===== src/design/qr_text_segment_packer_assert.svh =====
// assertion macros for the qr text segment packer
`ifndef QR_TEXT_SEGMENT_PACKER_ASSERT_SVH
`define QR_TEXT_SEGMENT_PACKER_ASSERT_SVH

// same-cycle implication
`define QTSP_ASSERT_IMP(lbl, clk, rst_n, ante, cons, msg) \
    lbl: assert property (@(posedge clk) disable iff (!(rst_n)) (ante) |-> (cons)) \
        else $error(msg);

// next-cycle implication
`define QTSP_ASSERT_NEXT(lbl, clk, rst_n, ante, cons, msg) \
    lbl: assert property (@(posedge clk) disable iff (!(rst_n)) (ante) |=> (cons)) \
        else $error(msg);

`endif


===== src/design/qtsp_pkg.sv =====
// types, constants and the alphanumeric lookup for the qr text segment packer
`timescale 1ns / 1ps
`default_nettype none

package qtsp_pkg;

    localparam int CHAR_W     = 8;
    localparam int BITS_W     = 11;
    localparam int GWIDTH_W   = 4;
    localparam int COUNT_W    = 16;
    localparam int PEND_W     = 2;
    localparam int ALNUM_W    = 6;
    localparam int FIFO_DEPTH = 2;
    localparam int FIFO_AW    = $clog2(FIFO_DEPTH);

    localparam logic [COUNT_W-1:0] COUNT_MAX = {COUNT_W{1'b1}};

    localparam logic [BITS_W-1:0] NUM_RADIX   = 11'd10;
    localparam logic [BITS_W-1:0] ALNUM_RADIX = 11'd45;

    localparam logic [PEND_W-1:0] NUM_GROUP   = 2'd3;
    localparam logic [PEND_W-1:0] ALNUM_GROUP = 2'd2;
    localparam logic [PEND_W-1:0] BYTE_GROUP  = 2'd1;

    localparam logic [GWIDTH_W-1:0] GW_NONE   = 4'd0;
    localparam logic [GWIDTH_W-1:0] GW_NUM1   = 4'd4;
    localparam logic [GWIDTH_W-1:0] GW_NUM2   = 4'd7;
    localparam logic [GWIDTH_W-1:0] GW_NUM3   = 4'd10;
    localparam logic [GWIDTH_W-1:0] GW_ALNUM1 = 4'd6;
    localparam logic [GWIDTH_W-1:0] GW_ALNUM2 = 4'd11;
    localparam logic [GWIDTH_W-1:0] GW_BYTE   = 4'd8;

    typedef enum logic [1:0] {
        MODE_NUMERIC = 2'd0,
        MODE_ALNUM   = 2'd1,
        MODE_BYTE    = 2'd2
    } t_mode;

    typedef struct packed {
        logic [CHAR_W-1:0] value;
        logic              bad;
        logic              last;
    } t_item;

    typedef struct packed {
        logic [BITS_W-1:0]   bits;
        logic [GWIDTH_W-1:0] gwidth;
        logic                bad;
        logic [COUNT_W-1:0]  count;
        logic                last;
    } t_result;

    typedef struct packed {
        logic               hit;
        logic [ALNUM_W-1:0] idx;
    } t_alnum;

    function automatic t_alnum alnum_lookup(input logic [CHAR_W-1:0] c);
        t_alnum            r;
        logic [CHAR_W-1:0] off;
        r   = '0;
        off = '0;
        if (c >= 8'h30 && c <= 8'h39) begin
            off   = c - 8'h30;
            r.hit = 1'b1;
            r.idx = off[ALNUM_W-1:0];
        end else if (c >= 8'h41 && c <= 8'h5A) begin
            off   = c - 8'h37;
            r.hit = 1'b1;
            r.idx = off[ALNUM_W-1:0];
        end else begin
            r.hit = 1'b1;
            case (c)
                8'h20: r.idx = 6'd36;
                8'h24: r.idx = 6'd37;
                8'h25: r.idx = 6'd38;
                8'h2A: r.idx = 6'd39;
                8'h2B: r.idx = 6'd40;
                8'h2D: r.idx = 6'd41;
                8'h2E: r.idx = 6'd42;
                8'h2F: r.idx = 6'd43;
                8'h3A: r.idx = 6'd44;
                default: r.hit = 1'b0;
            endcase
        end
        return r;
    endfunction

endpackage

`default_nettype wire


===== src/design/qtsp_ifs.sv =====
// channel interfaces: character input, group output and mode write
`timescale 1ns / 1ps
`default_nettype none

interface qtsp_in_if;
    logic                         valid;
    logic                         ready;
    logic [qtsp_pkg::CHAR_W-1:0]  char_code;
    logic                         last_char;
    modport source (output valid, output char_code, output last_char, input ready);
    modport sink (input valid, input char_code, input last_char, output ready);
endinterface

interface qtsp_out_if;
    logic                          valid;
    logic                          ready;
    logic [qtsp_pkg::BITS_W-1:0]   group_bits;
    logic [qtsp_pkg::GWIDTH_W-1:0] group_width;
    logic                          bad_char;
    logic [qtsp_pkg::COUNT_W-1:0]  char_count;
    logic                          last_result;
    modport source (output valid, output group_bits, output group_width, output bad_char,
                    output char_count, output last_result, input ready);
    modport sink (input valid, input group_bits, input group_width, input bad_char,
                  input char_count, input last_result, output ready);
endinterface

interface qtsp_cfg_if;
    logic       valid;
    logic       ready;
    logic [1:0] mode;
    modport source (output valid, output mode, input ready);
    modport sink (input valid, input mode, output ready);
endinterface

`default_nettype wire


===== src/design/qtsp_front.sv =====
// front end: accepts characters and classifies them for the current mode
`timescale 1ns / 1ps
`default_nettype none

module qtsp_front (
    qtsp_in_if.sink          i_in,
    input  qtsp_pkg::t_mode  i_mode,
    input  logic             i_full,
    output logic             o_push,
    output qtsp_pkg::t_item  o_item
);

    qtsp_pkg::t_alnum alnum;

    assign i_in.ready = !i_full;
    assign o_push     = i_in.valid && !i_full;
    assign alnum      = qtsp_pkg::alnum_lookup(i_in.char_code);

    always_comb begin
        o_item.value = '0;
        o_item.bad   = 1'b0;
        o_item.last  = i_in.last_char;
        case (i_mode)
            qtsp_pkg::MODE_NUMERIC: begin
                if (i_in.char_code >= 8'h30 && i_in.char_code <= 8'h39) begin
                    o_item.value = i_in.char_code - 8'h30;
                end else begin
                    o_item.bad = 1'b1;
                end
            end
            qtsp_pkg::MODE_ALNUM: begin
                o_item.value = {{(qtsp_pkg::CHAR_W-qtsp_pkg::ALNUM_W){1'b0}}, alnum.idx};
                o_item.bad   = !alnum.hit;
            end
            qtsp_pkg::MODE_BYTE: begin
                o_item.value = i_in.char_code;
            end
            default: begin
                o_item.bad = 1'b1;
            end
        endcase
    end

endmodule

`default_nettype wire


===== src/design/qtsp_fifo.sv =====
// short queue of classified characters between front and back end
`timescale 1ns / 1ps
`default_nettype none

module qtsp_fifo (
    input  logic             i_clk,
    input  logic             i_rst_n,
    input  logic             i_push,
    input  qtsp_pkg::t_item  i_item,
    output logic             o_full,
    input  logic             i_pop,
    output logic             o_avail,
    output qtsp_pkg::t_item  o_item
);

    qtsp_pkg::t_item                 r_mem [qtsp_pkg::FIFO_DEPTH];
    logic [qtsp_pkg::FIFO_AW-1:0]    r_wr_ptr, n_wr_ptr;
    logic [qtsp_pkg::FIFO_AW-1:0]    r_rd_ptr, n_rd_ptr;
    logic [qtsp_pkg::FIFO_AW:0]      r_count, n_count;

    localparam logic [qtsp_pkg::FIFO_AW-1:0] LAST_PTR = qtsp_pkg::FIFO_AW'(qtsp_pkg::FIFO_DEPTH-1);
    localparam logic [qtsp_pkg::FIFO_AW:0]   FULL_CNT = (qtsp_pkg::FIFO_AW+1)'(qtsp_pkg::FIFO_DEPTH);

    assign o_full  = (r_count == FULL_CNT);
    assign o_avail = (r_count != '0);
    assign o_item  = r_mem[r_rd_ptr];

    always_comb begin
        n_wr_ptr = r_wr_ptr;
        n_rd_ptr = r_rd_ptr;
        n_count  = r_count;
        if (i_push) begin
            n_wr_ptr = (r_wr_ptr == LAST_PTR) ? '0 : r_wr_ptr + 1'b1;
        end
        if (i_pop) begin
            n_rd_ptr = (r_rd_ptr == LAST_PTR) ? '0 : r_rd_ptr + 1'b1;
        end
        if (i_push && !i_pop) begin
            n_count = r_count + 1'b1;
        end else if (!i_push && i_pop) begin
            n_count = r_count - 1'b1;
        end
    end

    always_ff @(posedge i_clk) begin
        if (!i_rst_n) begin
            r_wr_ptr <= '0;
            r_rd_ptr <= '0;
            r_count  <= '0;
        end else begin
            r_wr_ptr <= n_wr_ptr;
            r_rd_ptr <= n_rd_ptr;
            r_count  <= n_count;
        end
    end

    always_ff @(posedge i_clk) begin
        if (i_push) begin
            r_mem[r_wr_ptr] <= i_item;
        end
    end

endmodule

`default_nettype wire


===== src/design/qtsp_back.sv =====
// back end: accumulates groups, counts characters and registers the result
`timescale 1ns / 1ps
`default_nettype none

module qtsp_back (
    input  logic             i_clk,
    input  logic             i_rst_n,
    input  logic             i_clear,
    input  qtsp_pkg::t_mode  i_mode,
    input  logic             i_avail,
    input  qtsp_pkg::t_item  i_item,
    output logic             o_pop,
    qtsp_out_if.source       o_out
);

    logic [qtsp_pkg::BITS_W-1:0]  r_acc, n_acc;
    logic [qtsp_pkg::PEND_W-1:0]  r_pend, n_pend;
    logic [qtsp_pkg::COUNT_W-1:0] r_cnt, n_cnt;
    logic                         r_err, n_err;
    qtsp_pkg::t_result            r_out, n_out;
    logic                         r_out_valid, n_out_valid;

    logic [qtsp_pkg::COUNT_W-1:0] cnt_inc;
    logic [qtsp_pkg::COUNT_W-1:0] cnt_out;
    logic [qtsp_pkg::BITS_W-1:0]  val_ext;
    logic [qtsp_pkg::BITS_W-1:0]  acc_new;
    logic [qtsp_pkg::PEND_W-1:0]  pend_new;
    logic [qtsp_pkg::PEND_W-1:0]  group_size;
    logic [qtsp_pkg::GWIDTH_W-1:0] gwidth;

    assign o_pop    = i_avail && (!r_out_valid || o_out.ready);
    assign cnt_inc  = (r_cnt == qtsp_pkg::COUNT_MAX) ? r_cnt : r_cnt + 1'b1;
    assign cnt_out  = i_item.last ? cnt_inc : '0;
    assign val_ext  = {{(qtsp_pkg::BITS_W-qtsp_pkg::CHAR_W){1'b0}}, i_item.value};
    assign pend_new = r_pend + 1'b1;

    // per-mode group step
    always_comb begin
        acc_new    = val_ext;
        group_size = qtsp_pkg::BYTE_GROUP;
        gwidth     = qtsp_pkg::GW_BYTE;
        case (i_mode)
            qtsp_pkg::MODE_NUMERIC: begin
                acc_new    = r_acc * qtsp_pkg::NUM_RADIX + val_ext;
                group_size = qtsp_pkg::NUM_GROUP;
                case (pend_new)
                    2'd1:    gwidth = qtsp_pkg::GW_NUM1;
                    2'd2:    gwidth = qtsp_pkg::GW_NUM2;
                    2'd3:    gwidth = qtsp_pkg::GW_NUM3;
                    default: gwidth = qtsp_pkg::GW_NONE;
                endcase
            end
            qtsp_pkg::MODE_ALNUM: begin
                acc_new    = r_acc * qtsp_pkg::ALNUM_RADIX + val_ext;
                group_size = qtsp_pkg::ALNUM_GROUP;
                gwidth     = (pend_new == qtsp_pkg::ALNUM_GROUP) ? qtsp_pkg::GW_ALNUM2
                                                                 : qtsp_pkg::GW_ALNUM1;
            end
            default: begin
                acc_new    = val_ext;
                group_size = qtsp_pkg::BYTE_GROUP;
                gwidth     = qtsp_pkg::GW_BYTE;
            end
        endcase
    end

    always_comb begin
        n_acc       = r_acc;
        n_pend      = r_pend;
        n_cnt       = r_cnt;
        n_err       = r_err;
        n_out       = r_out;
        n_out_valid = r_out_valid && !o_out.ready;
        if (i_clear) begin
            n_acc  = '0;
            n_pend = '0;
            n_cnt  = '0;
            n_err  = 1'b0;
        end else if (o_pop) begin
            n_cnt = cnt_inc;
            if (r_err || i_item.bad) begin
                // error result, rest of segment dropped
                if (!r_err || i_item.last) begin
                    n_out.bits   = '0;
                    n_out.gwidth = qtsp_pkg::GW_NONE;
                    n_out.bad    = 1'b1;
                    n_out.count  = cnt_out;
                    n_out.last   = i_item.last;
                    n_out_valid  = 1'b1;
                end
                n_acc  = '0;
                n_pend = '0;
                n_err  = 1'b1;
            end else if (pend_new >= group_size || i_item.last) begin
                n_out.bits   = acc_new;
                n_out.gwidth = gwidth;
                n_out.bad    = 1'b0;
                n_out.count  = cnt_out;
                n_out.last   = i_item.last;
                n_out_valid  = 1'b1;
                n_acc        = '0;
                n_pend       = '0;
            end else begin
                n_acc  = acc_new;
                n_pend = pend_new;
            end
            if (i_item.last) begin
                n_acc  = '0;
                n_pend = '0;
                n_cnt  = '0;
                n_err  = 1'b0;
            end
        end
    end

    always_ff @(posedge i_clk) begin
        if (!i_rst_n) begin
            r_acc       <= '0;
            r_pend      <= '0;
            r_cnt       <= '0;
            r_err       <= 1'b0;
            r_out_valid <= 1'b0;
        end else begin
            r_acc       <= n_acc;
            r_pend      <= n_pend;
            r_cnt       <= n_cnt;
            r_err       <= n_err;
            r_out_valid <= n_out_valid;
        end
    end

    always_ff @(posedge i_clk) begin
        r_out <= n_out;
    end

    assign o_out.valid       = r_out_valid;
    assign o_out.group_bits  = r_out.bits;
    assign o_out.group_width = r_out.gwidth;
    assign o_out.bad_char    = r_out.bad;
    assign o_out.char_count  = r_out.count;
    assign o_out.last_result = r_out.last;

endmodule

`default_nettype wire


===== src/design/qr_text_segment_packer.sv =====
// top level of the qr text segment packer
// Packs a stream of characters into QR data-segment bit groups, one character per
// transaction, with last_char on the final one. Mode (0 numeric, 1 alphanumeric,
// 2 byte) is written over the config channel; the user must write it only while
// the block is idle, which the block does not enforce. A write also clears the
// segment state. One character is taken every cycle while the queue is not full;
// the rate is set by the front end's charset lookup and the back end's combinational
// multiply-add. A result is registered when the back end pops its character from
// the queue; input stays open while a result waits, until the two-entry queue fills.
`timescale 1ns / 1ps
`default_nettype none

`include "qr_text_segment_packer_assert.svh"

module qr_text_segment_packer (
    input  logic        i_clk,
    input  logic        i_rst_n,
    qtsp_cfg_if.sink    i_cfg,
    qtsp_in_if.sink     i_in,
    qtsp_out_if.source  o_out
);

    qtsp_pkg::t_mode r_mode;
    logic            cfg_wr;
    logic            fifo_full;
    logic            fifo_push;
    logic            fifo_pop;
    logic            fifo_avail;
    qtsp_pkg::t_item front_item;
    qtsp_pkg::t_item head_item;

    logic            res_bad;
    logic            gw_empty;
    logic            res_mid;
    logic            res_num;
    logic            gw_num;
    logic            in_fire;

    assign i_cfg.ready = 1'b1;
    assign cfg_wr      = i_cfg.valid;

    always_ff @(posedge i_clk) begin
        if (!i_rst_n) begin
            r_mode <= qtsp_pkg::MODE_NUMERIC;
        end else if (cfg_wr) begin
            r_mode <= qtsp_pkg::t_mode'(i_cfg.mode);
        end
    end

    qtsp_front u_front (
        .i_in   (i_in),
        .i_mode (r_mode),
        .i_full (fifo_full),
        .o_push (fifo_push),
        .o_item (front_item)
    );

    qtsp_fifo u_fifo (
        .i_clk   (i_clk),
        .i_rst_n (i_rst_n),
        .i_push  (fifo_push),
        .i_item  (front_item),
        .o_full  (fifo_full),
        .i_pop   (fifo_pop),
        .o_avail (fifo_avail),
        .o_item  (head_item)
    );

    qtsp_back u_back (
        .i_clk   (i_clk),
        .i_rst_n (i_rst_n),
        .i_clear (cfg_wr),
        .i_mode  (r_mode),
        .i_avail (fifo_avail),
        .i_item  (head_item),
        .o_pop   (fifo_pop),
        .o_out   (o_out)
    );

    assign res_bad  = o_out.valid && o_out.bad_char;
    assign gw_empty = (o_out.group_width == qtsp_pkg::GW_NONE) && (o_out.group_bits == '0);
    assign res_mid  = o_out.valid && !o_out.last_result;
    assign res_num  = o_out.valid && !o_out.bad_char && (r_mode == qtsp_pkg::MODE_NUMERIC);
    assign gw_num   = (o_out.group_width == qtsp_pkg::GW_NUM1) ||
                      (o_out.group_width == qtsp_pkg::GW_NUM2) ||
                      (o_out.group_width == qtsp_pkg::GW_NUM3);
    assign in_fire  = i_in.valid && i_in.ready;

    `QTSP_ASSERT_IMP(a_bad_is_empty, i_clk, i_rst_n, res_bad, gw_empty, "bad result carries bits")
    `QTSP_ASSERT_IMP(a_count_on_last, i_clk, i_rst_n, res_mid, o_out.char_count == '0, "early count")
    `QTSP_ASSERT_IMP(a_num_width, i_clk, i_rst_n, res_num, gw_num, "bad numeric group width")
    `QTSP_ASSERT_NEXT(a_push_lands, i_clk, i_rst_n, in_fire, fifo_avail, "transaction not queued")

endmodule

`default_nettype wire

===== src/flat_wrapper.sv =====
// flat-port wrapper written by rule: the top's interface ports become plain ports
module qr_text_segment_packer_flat 
  (i_clk, i_rst_n, i_cfg_valid, i_cfg_mode, i_cfg_ready, i_in_valid, i_in_char_code, i_in_last_char, i_in_ready, o_out_valid, o_out_group_bits, o_out_group_width, o_out_bad_char, o_out_char_count, o_out_last_result, o_out_ready);
  qtsp_cfg_if i_cfg_i ();
  qtsp_in_if i_in_i ();
  qtsp_out_if o_out_i ();
  input  logic i_clk;
  input  logic i_rst_n;
  input wire logic [$bits(i_cfg_i.valid)-1:0] i_cfg_valid;
  input wire logic [$bits(i_cfg_i.mode)-1:0] i_cfg_mode;
  output wire logic [$bits(i_cfg_i.ready)-1:0] i_cfg_ready;
  input wire logic [$bits(i_in_i.valid)-1:0] i_in_valid;
  input wire logic [$bits(i_in_i.char_code)-1:0] i_in_char_code;
  input wire logic [$bits(i_in_i.last_char)-1:0] i_in_last_char;
  output wire logic [$bits(i_in_i.ready)-1:0] i_in_ready;
  output wire logic [$bits(o_out_i.valid)-1:0] o_out_valid;
  output wire logic [$bits(o_out_i.group_bits)-1:0] o_out_group_bits;
  output wire logic [$bits(o_out_i.group_width)-1:0] o_out_group_width;
  output wire logic [$bits(o_out_i.bad_char)-1:0] o_out_bad_char;
  output wire logic [$bits(o_out_i.char_count)-1:0] o_out_char_count;
  output wire logic [$bits(o_out_i.last_result)-1:0] o_out_last_result;
  input wire logic [$bits(o_out_i.ready)-1:0] o_out_ready;
  assign i_cfg_i.valid = i_cfg_valid;
  assign i_cfg_i.mode = i_cfg_mode;
  assign i_cfg_ready = i_cfg_i.ready;
  assign i_in_i.valid = i_in_valid;
  assign i_in_i.char_code = i_in_char_code;
  assign i_in_i.last_char = i_in_last_char;
  assign i_in_ready = i_in_i.ready;
  assign o_out_valid = o_out_i.valid;
  assign o_out_group_bits = o_out_i.group_bits;
  assign o_out_group_width = o_out_i.group_width;
  assign o_out_bad_char = o_out_i.bad_char;
  assign o_out_char_count = o_out_i.char_count;
  assign o_out_last_result = o_out_i.last_result;
  assign o_out_i.ready = o_out_ready;
  qr_text_segment_packer u_core (.i_clk(i_clk), .i_rst_n(i_rst_n), .i_cfg(i_cfg_i), .i_in(i_in_i), .o_out(o_out_i));
endmodule

===== config.mk =====
export PLATFORM = sky130hd
export DESIGN_NAME = qr_text_segment_packer_flat
export DESIGN_NICKNAME = d
export VERILOG_FILES = /design/src/design/qtsp_pkg.sv /design/src/design/qtsp_ifs.sv /design/src/design/qtsp_front.sv /design/src/design/qtsp_fifo.sv /design/src/design/qtsp_back.sv /design/src/design/qr_text_segment_packer.sv /design/src/flat_wrapper.sv
export VERILOG_INCLUDE_DIRS = /design/src /design/src/design
export SDC_FILE = /design/constraint.sdc
export NUM_CORES = 1
export LEC_CHECK = 0
export ABC_AREA = 1
export ABC_CLOCK_PERIOD_IN_PS = 4450
export BUFFER_PORTS_ARGS = -buffer_cell sky130_fd_sc_hd__buf_4
export CELL_PAD_IN_SITES_DETAIL_PLACEMENT = 1
export CELL_PAD_IN_SITES_GLOBAL_PLACEMENT = 1
export CORE_ASPECT_RATIO = 0.75
export CORE_MARGIN = 1
export CORE_UTILIZATION = 45
export DETAILED_ROUTE_END_ITERATION = 12
export GPL_TIMING_DRIVEN = 1
export PLACE_DENSITY_LB_ADDON = 0.08
export SLEW_MARGIN = 10
export SYNTH_ARGS = -nofsm -noshare
export SYNTH_HDL_FRONTEND = slang
export SYNTH_HIERARCHICAL = 1
export SYNTH_SLANG_ARGS = --single-unit
export TNS_END_PERCENT = 50

===== constraint.sdc =====
create_clock -name i_clk -period 4.45 [get_ports i_clk]
set_input_delay 0.445 -clock i_clk [delete_from_list [all_inputs] [get_ports i_clk]]
set_output_delay 0.445 -clock i_clk [all_outputs]
set_load 0.02 [all_outputs]

=== Word-level counts from Yosys, hierarchy flattened ===
Memories as Yosys holds them, arrays and structs flattened. A register that Yosys moved wholly into a read port is not among the register bits.
Index checks and enable logic that the tools add are counted.

* Register bits after elaboration: 70
* Memory bits (writable): 20
* Input port bits: 16
* Output and inout bits: 36
* Word-level logic and storage cells: 118
* Memories: 1

{| class="wikitable"
|+ Memories
! memory !! depth !! width !! read ports !! clocked after memory_dff !! wr ports !! line !! text
|-
| u_core.u_fifo.r_mem || 2 || 10 || 1 || 1 || 1 || qtsp_fifo.sv:16 || <nowiki>qtsp_pkg::t_item r_mem [qtsp_pkg::FIFO_DEPTH];</nowiki>
|}

* Add/subtract/negate cells: 10
* $mul: 2
* Order comparisons: 5
* Eq/ne operators: 17
* Mux-type cells: 40
* Bitwise operators: 2
* Reduce and logical (&&, ||, !) cells: 27

{| class="wikitable"
|+ Operator list
! operator !! number
|-
| 33-bit 2-to-1 mux || 3
|-
| 8-bit by 6-bit == test with 1-bit output, second input constant || 9
|-
| 6-bit one-hot mux with 9 select lines || 1
|-
| 16-bit 2-to-1 mux || 3
|-
| 11-bit 2-to-1 mux || 3
|-
| 8-bit one-hot mux with 3 select lines || 1
|-
| 11-bit by 8-bit adder with 11-bit output || 2
|-
| 11-bit one-hot mux with 2 select lines || 1
|-
| 16-bit by 1-bit adder with 16-bit output, second input constant || 1
|-
| 16-bit == test, second input constant || 1
|-
| 1-bit 2-to-1 mux || 15
|-
| 7-bit 2-to-1 mux || 2
|-
| 4-bit one-hot mux with 3 select lines || 1
|-
| 11-bit by 3-bit multiplier with 10-bit output, second input constant || 1
|-
| 11-bit by 6-bit multiplier with 11-bit output, second input constant || 1
|-
| 2-bit 2-to-1 mux || 5
|-
| 9-bit OR reduction || 1
|-
| 2-bit == test, second input constant || 4
|-
| 8-bit by 6-bit greater-or-equal comparator with 1-bit output, second input constant || 1
|-
| 8-bit by 7-bit greater-or-equal comparator with 1-bit output, second input constant || 1
|-
| 8-bit by 6-bit less-or-equal comparator with 1-bit output, second input constant || 1
|-
| 8-bit by 7-bit less-or-equal comparator with 1-bit output, second input constant || 1
|-
| 8-bit 2-to-1 mux || 1
|-
| 4-bit one-hot mux with 2 select lines || 1
|-
| 20 further kinds || 42
|}

=== Longest topological paths before layout ===
* Depth in word-level cells: 8
* Mapped depth: 20
* Mapped depth without buffers: 20

=== By module ===
Netlist, hierarchy kept.

{| class="wikitable"
|+ By module, submodules not included
! module !! times used !! cells an instance !! area each (um^2) !! sequential area each (um^2)
|-
| qtsp_back || 1 || 636 || 4,847.1 || 1,611.5
|-
| qtsp_fifo || 1 || 66 || 992.2 || 700.7
|-
| qtsp_front || 1 || 139 || 785.8 || 0.0
|-
| qr_text_segment_packer || 1 || 14 || 88.8 || 40.0
|}

=== Worst setup path before layout ===
Ideal clock, no wire load.

* Path kind: reg-to-reg
* From: register u_core/u_back/r_acc[2] (netlist name)
* To: register u_core.u_back.r_out, in the netlist u_core/u_back/o_out.group_bits[10] (data pin)
* Data arrival time: 3,363 ps
* Required time: 4,192 ps
* Path slack: 829 ps
* Cell stages (with the launch flop): 18
* Buffers on the path: 0
* Period minus slack after synthesis: 3,621 ps
* Path through: dfxtp_1 -> ha_1 -> inv_1 -> fa_1 -> inv_1 -> fa_1 -> inv_1 -> fa_1 -> inv_1 -> ha_1 -> inv_1 -> o21ai_0 -> a21oi_1 -> nand2_1 -> nor2_1 -> nand2_1 -> nand3_1 -> a21oi_1

* Longest elaborated chain between the ends: 5
* Elaborated cells on any way between the ends: 7
* Classes of those cells: add/sub: 2; mul: 2; mux: 3

{| class="wikitable"
|+ Ends and longest elaborated chain
! element !! line !! text
|-
| from (decl) || qtsp_back.sv:16 || <nowiki>logic [qtsp_pkg::BITS_W-1:0] r_acc, n_acc;</nowiki>
|-
| from (signal assigned) || qtsp_back.sv:124 || <nowiki>r_acc <= n_acc;</nowiki>
|-
| 11-bit by 6-bit multiplier with 11-bit output / 11-bit by 3-bit multiplier with 10-bit output (equally long branches) || qtsp_back.sv:54, qtsp_back.sv:44 ||
|-
| 11-bit by 8-bit adder with 11-bit output, on equally long branches || qtsp_back.sv:54, qtsp_back.sv:44 ||
|-
| 11-bit one-hot mux with 2 select lines * || qtsp_back.sv:42 || <nowiki>case (i_mode)</nowiki>
|-
| 33-bit 2-to-1 mux * || qtsp_back.sv:94 || <nowiki>end else if (pend_new >= group_size || i_item.last) begin</nowiki>
|-
| 33-bit 2-to-1 mux * || qtsp_back.sv:81 || <nowiki>if (r_err || i_item.bad) begin</nowiki>
|-
| to (signal assigned) || qtsp_back.sv:133 || <nowiki>r_out <= n_out;</nowiki>
|-
| to (decl) || qtsp_back.sv:20 || <nowiki>qtsp_pkg::t_result r_out, n_out;</nowiki>
|}

Every way passes the cells marked *; elsewhere a longest branch is shown, timed or not. The select of a mux whose other input is x is not followed.
A chain may end at the register's enable or synchronous reset.

=== Final worst setup path ===
* From: register u_core/u_back/r_acc[1] (netlist name)
* To: register u_core/u_back/r_acc[10] (netlist name)

* Longest elaborated chain between the ends: 6
* Elaborated cells on any way between the ends: 8
* Classes of those cells: add/sub: 2; mul: 2; mux: 4

{| class="wikitable"
|+ Ends and longest elaborated chain
! element !! line !! text
|-
| 11-bit by 6-bit multiplier with 11-bit output / 11-bit by 3-bit multiplier with 10-bit output (equally long branches) || qtsp_back.sv:54, qtsp_back.sv:44 ||
|-
| 11-bit by 8-bit adder with 11-bit output, on equally long branches || qtsp_back.sv:54, qtsp_back.sv:44 ||
|-
| 11-bit one-hot mux with 2 select lines * || qtsp_back.sv:42 ||
|-
| 11-bit 2-to-1 mux * || qtsp_back.sv:94 ||
|-
| 11-bit 2-to-1 mux * || qtsp_back.sv:81 ||
|-
| 11-bit 2-to-1 mux * || qtsp_back.sv:107 || <nowiki>if (i_item.last) begin</nowiki>
|}

Every way passes the cells marked *; elsewhere a longest branch is shown, timed or not.

==> flow_metrics.py <==
metrics = {
    "status": {
        "status": "complete, no violations",
    },
    "clocking": {
        "cts_resized": 0,
        "cts.hold.buffers_added": 0,
        "htreeDepth": 3,
        "clock_latency_ns": 0.35,
        "cts_buffer_depth": 2,
        "post_cts_buffers": 0,
        "cts_root_buf": "clkbuf_16",
        "cts_buffers": 9,
        "cts_tree": "done",
        "cts_sinks": 91,
        "clk_pin_slew_worst_paths_ns": 0.07,
    },
    "power_and_ir_drop": {
        "switching_power_mw": 1.27,
        "ir_worst_vdd_mv": 0.403,
        "power_mw": 3.20,
        "clkPwrFrac": 0.243,
        "p_int_mw": 1.93,
        "leakagePower_nw": 3.55,
        "powerDensity_nw_per_um2": 423,
        "swShare": 0.398,
        "pwr-share-comb": 0.400,
        "p_seq_frac": 0.356,
    },
    "synth": {
        "synth_cell_type_count": 46,
        "synth_area_um2": 6710,
        "yosys_warnings": 6,
        "synth.yosys.seq_area_share": 0.350,
        "synth_cells": 855,
        "synth_nets": 944,
        "ys_ff_latch": 91,
        "syn_area_per_cell_um2": 7.85,
    },
    "layout": {
        "syn_to_final_growth_pct": 12.7,
        "layout.nets": 993,
        "mostFrequentLayoutCells": "225 x nand2_1, 130 x inv_1, 70 x a21oi_1",
        "drive_gt1_frac": 0.135,
        "final_common_cell": "nand2_1",
        "antennaDiodeCount": 0,
        "fill_cells": 1812,
        "fin_cells": 1109,
    },
    "timing": {
        "slew_viol_final": 0,
        "min_period_ns": 3.96,
        "rsz0062_at_grt": "no",
        "final_hold_viol_count": 0,
        "setup_violations": 0,
        "finalSetupTns_ns": 0,
        "slew_headroom": 0.388,
        "skew_ns": 0.00891,
        "fmax_mhz": 252,
        "fin_ws_ns": 0.485,
        "worstMarginPinSlew_ns": 0.914,
        "period_share": 0.891,
    },
    "worst_hold_path": {
        "hold_path_class": "in -> reg",
        "min_path_cells": 1,
    },
    "routing": {
        "routed_via_density": 5.20,
        "ant_nets": 0,
        "finalWirelength_um": 18500,
        "drt_iter0_drc": 353,
        "remaining_drc_errors": 0,
        "vias": 5764,
        "wire_per_inst_um": 16.7,
        "firstDrtPassIters": 5,
    },
    "worst_setup_path": {
        "end_kind": "flop",
        "path_class": "reg -> reg",
        "required_ns": 4.66,
        "crit_chain": "ha_1, inv_1, fa_1, inv_1, fa_1, inv_1, fa_1, inv_1, ha_1, inv_1, o21ai_0, a21oi_1, nand2_1, nor2_1, nand2_1, nand3_1, nand2_1, nand2_1, a21oi_1",
        "start_kind": "flop",
        "critPathArrivalTime_ns": 4.18,
        "ff2ff_path_depth": 19,
        "slowest_delay_ns": 0.53,
        "crit_path_frequent_cell": "inv_1",
        "slowest_stage": "fa_1",
        "cp_max_fo": 6,
    },
    "global_routing": {
        "grt_max_degree": 34,
        "grt_pass1_vias": 5896,
        "antenna_found_initial": 0,
        "overflow": 0,
        "grt_use_total": 0.256,
        "grt_pass1_wl_um": 30100,
    },
    "place": {
        "port_buffers": 50,
        "place.gp.congestion": 0.861,
        "dp_hpwl_um": 14600,
        "placedCellCount": 1093,
        "preCtsSetupSlack_ns": 0.485,
    },
    "die": {
        "core.rowCount": 38,
        "core_area_um2": 14500,
        "io_pins": 52,
        "fp.dieH_um": 108,
        "fp.dieW_um": 143,
        "start_util": 0.463,
        "dieArea_um2": 15400,
    },
    "flow_run": {
        "max_cap_viol_count": 0,
    },
}
## registers in the layout (all words and copies together) (netlist names), 2 cells and up, named ones only
register,flops
u_core/u_back/r_cnt,16
u_core/u_fifo/r_count,2
u_core/r_mode,2
u_core/u_back/o_out.group_bits,11
u_core/u_back/r_acc,11
u_core/u_back/o_out.group_width,4
u_core/u_back/o_out.char_count,16
u_core/u_back/r_pend,2
u_core/u_fifo/r_mem,20
## final timing paths
path	start	endpoint	slack (ns)
hold reg to reg	u_core/u_back/r_acc[9]	u_core/u_back/r_acc[9]	0.49
hold / removal	i_in_last_char	u_core/u_fifo/r_mem[0][0]	0.29
setup reg to reg	u_core/u_back/r_acc[1]	u_core/u_back/r_acc[10]	0.49
setup / recovery	u_core/u_back/r_acc[1]	u_core/u_back/r_acc[10]	0.49
## cell usage after synthesis (all sizes together)
library cell | n | area share
nand2 | 232 | 0.13
inv | 144 | 0.082
nor2 | 77 | 0.048
a21oi | 73 | 0.057
ha | 56 | 0.10
edfxtp | 53 | 0.24
nand3 | 47 | 0.037
dfxtp | 38 | 0.11
o21ai | 22 | 0.017
xor2 | 18 | 0.023
fa | 17 | 0.051
nand4 | 12 | 0.011
buf | 10 | 0.012
mux2 | 10 | 0.022
clkbuf | 7 | 0.0039
xnor2 | 7 | 0.0091
a31oi | 5 | 0.0047
nor3 | 5 | 0.0061
o22ai | 5 | 0.0047
a211oi | 3 | 0.0034
nor4 | 2 | 0.0063
o211ai | 2 | 0.0022
o21bai | 2 | 0.0022
a2111oi | 1 | 0.0022
a21o | 1 | 0.0011
a22oi | 1 | 0.0011
clkinv | 1 | 0.00056
conb | 1 | 0.00056
nand2b | 1 | 0.0020
nand3b | 1 | 0.0011
or2 | 1 | 0.00093
## critical path: cells and delay by family, from the launching register on
kind / cells / cell delay (ns)
buffers and inverters: 5 / 0.36
adder cells (fa/ha/maj): 5 / 2.14
AND/OR/NAND/NOR: 6 / 0.47
flip-flops: 1 / 0.47
AO/OA/AOI/OAI: 3 / 0.39
## kinds of logic (layout without fill, tap and decap cells)
kind of cell	count (synthesis)	in the layout	synth area share
other	1	1	0.000559
XOR/XNOR	25	25	0.0326
flip-flops	91	91	0.350
AO/OA/AOI/OAI	115	115	0.0958
buffers and inverters	162	216	0.0980
adder cells (fa/ha/maj)	73	73	0.155
AND/OR/NAND/NOR	378	378	0.245
multiplexers	10	10	0.0224
## metal layers
metal  up-vias  GRT usage  wire [µm]
met2       106      0.425       8700
met5         -          0          0
li1       2853          -          -
met4         0     0.0538        160
met1      2793      0.352       8810
met3        12     0.0383        822
## layout make-up
| cell class | instances | area [µm²] | area share |
|---|---|---|---|
| Inverter | 145 | 552 | 0.0729 |
| Clock inverter | 5 | 61.3 | 0.00810 |
| Timing Repair Buffer | 55 | 413 | 0.0546 |
| Multi-Input combinational cell | 602 | 3700 | 0.490 |
| Tap cell | 200 | 250 | 0.0331 |
| Clock buffer | 11 | 233 | 0.0308 |
| Sequential cell | 91 | 2350 | 0.311 |
## power by group through the flow
stage	Sequential [mW]	Clock, mW	Combinational, mW
final	1.14	0.779	1.28
after CTS	1.14	0.792	1.29
after detailed placement	1.16	0	1.28
after floorplan	1.22	0	0.781
after global placement	1.15	0	1.23
after global routing	1.15	0.823	1.41
## per-stage QoR
stage | hold WS, ns | cell area [µm²] | utilization
after CTS | 0.279 | 7560 | 0.522
final | 0.287 | 7560 | 0.522
after global routing | 0.278 | 7560 | 0.522
after detailed placement | 0.482 | 7270 | 0.501
after floorplan | 0.449 | 6710 | -
after global placement | 0.465 | 7270 | 0.501
(Power assumes the default switching activity.)
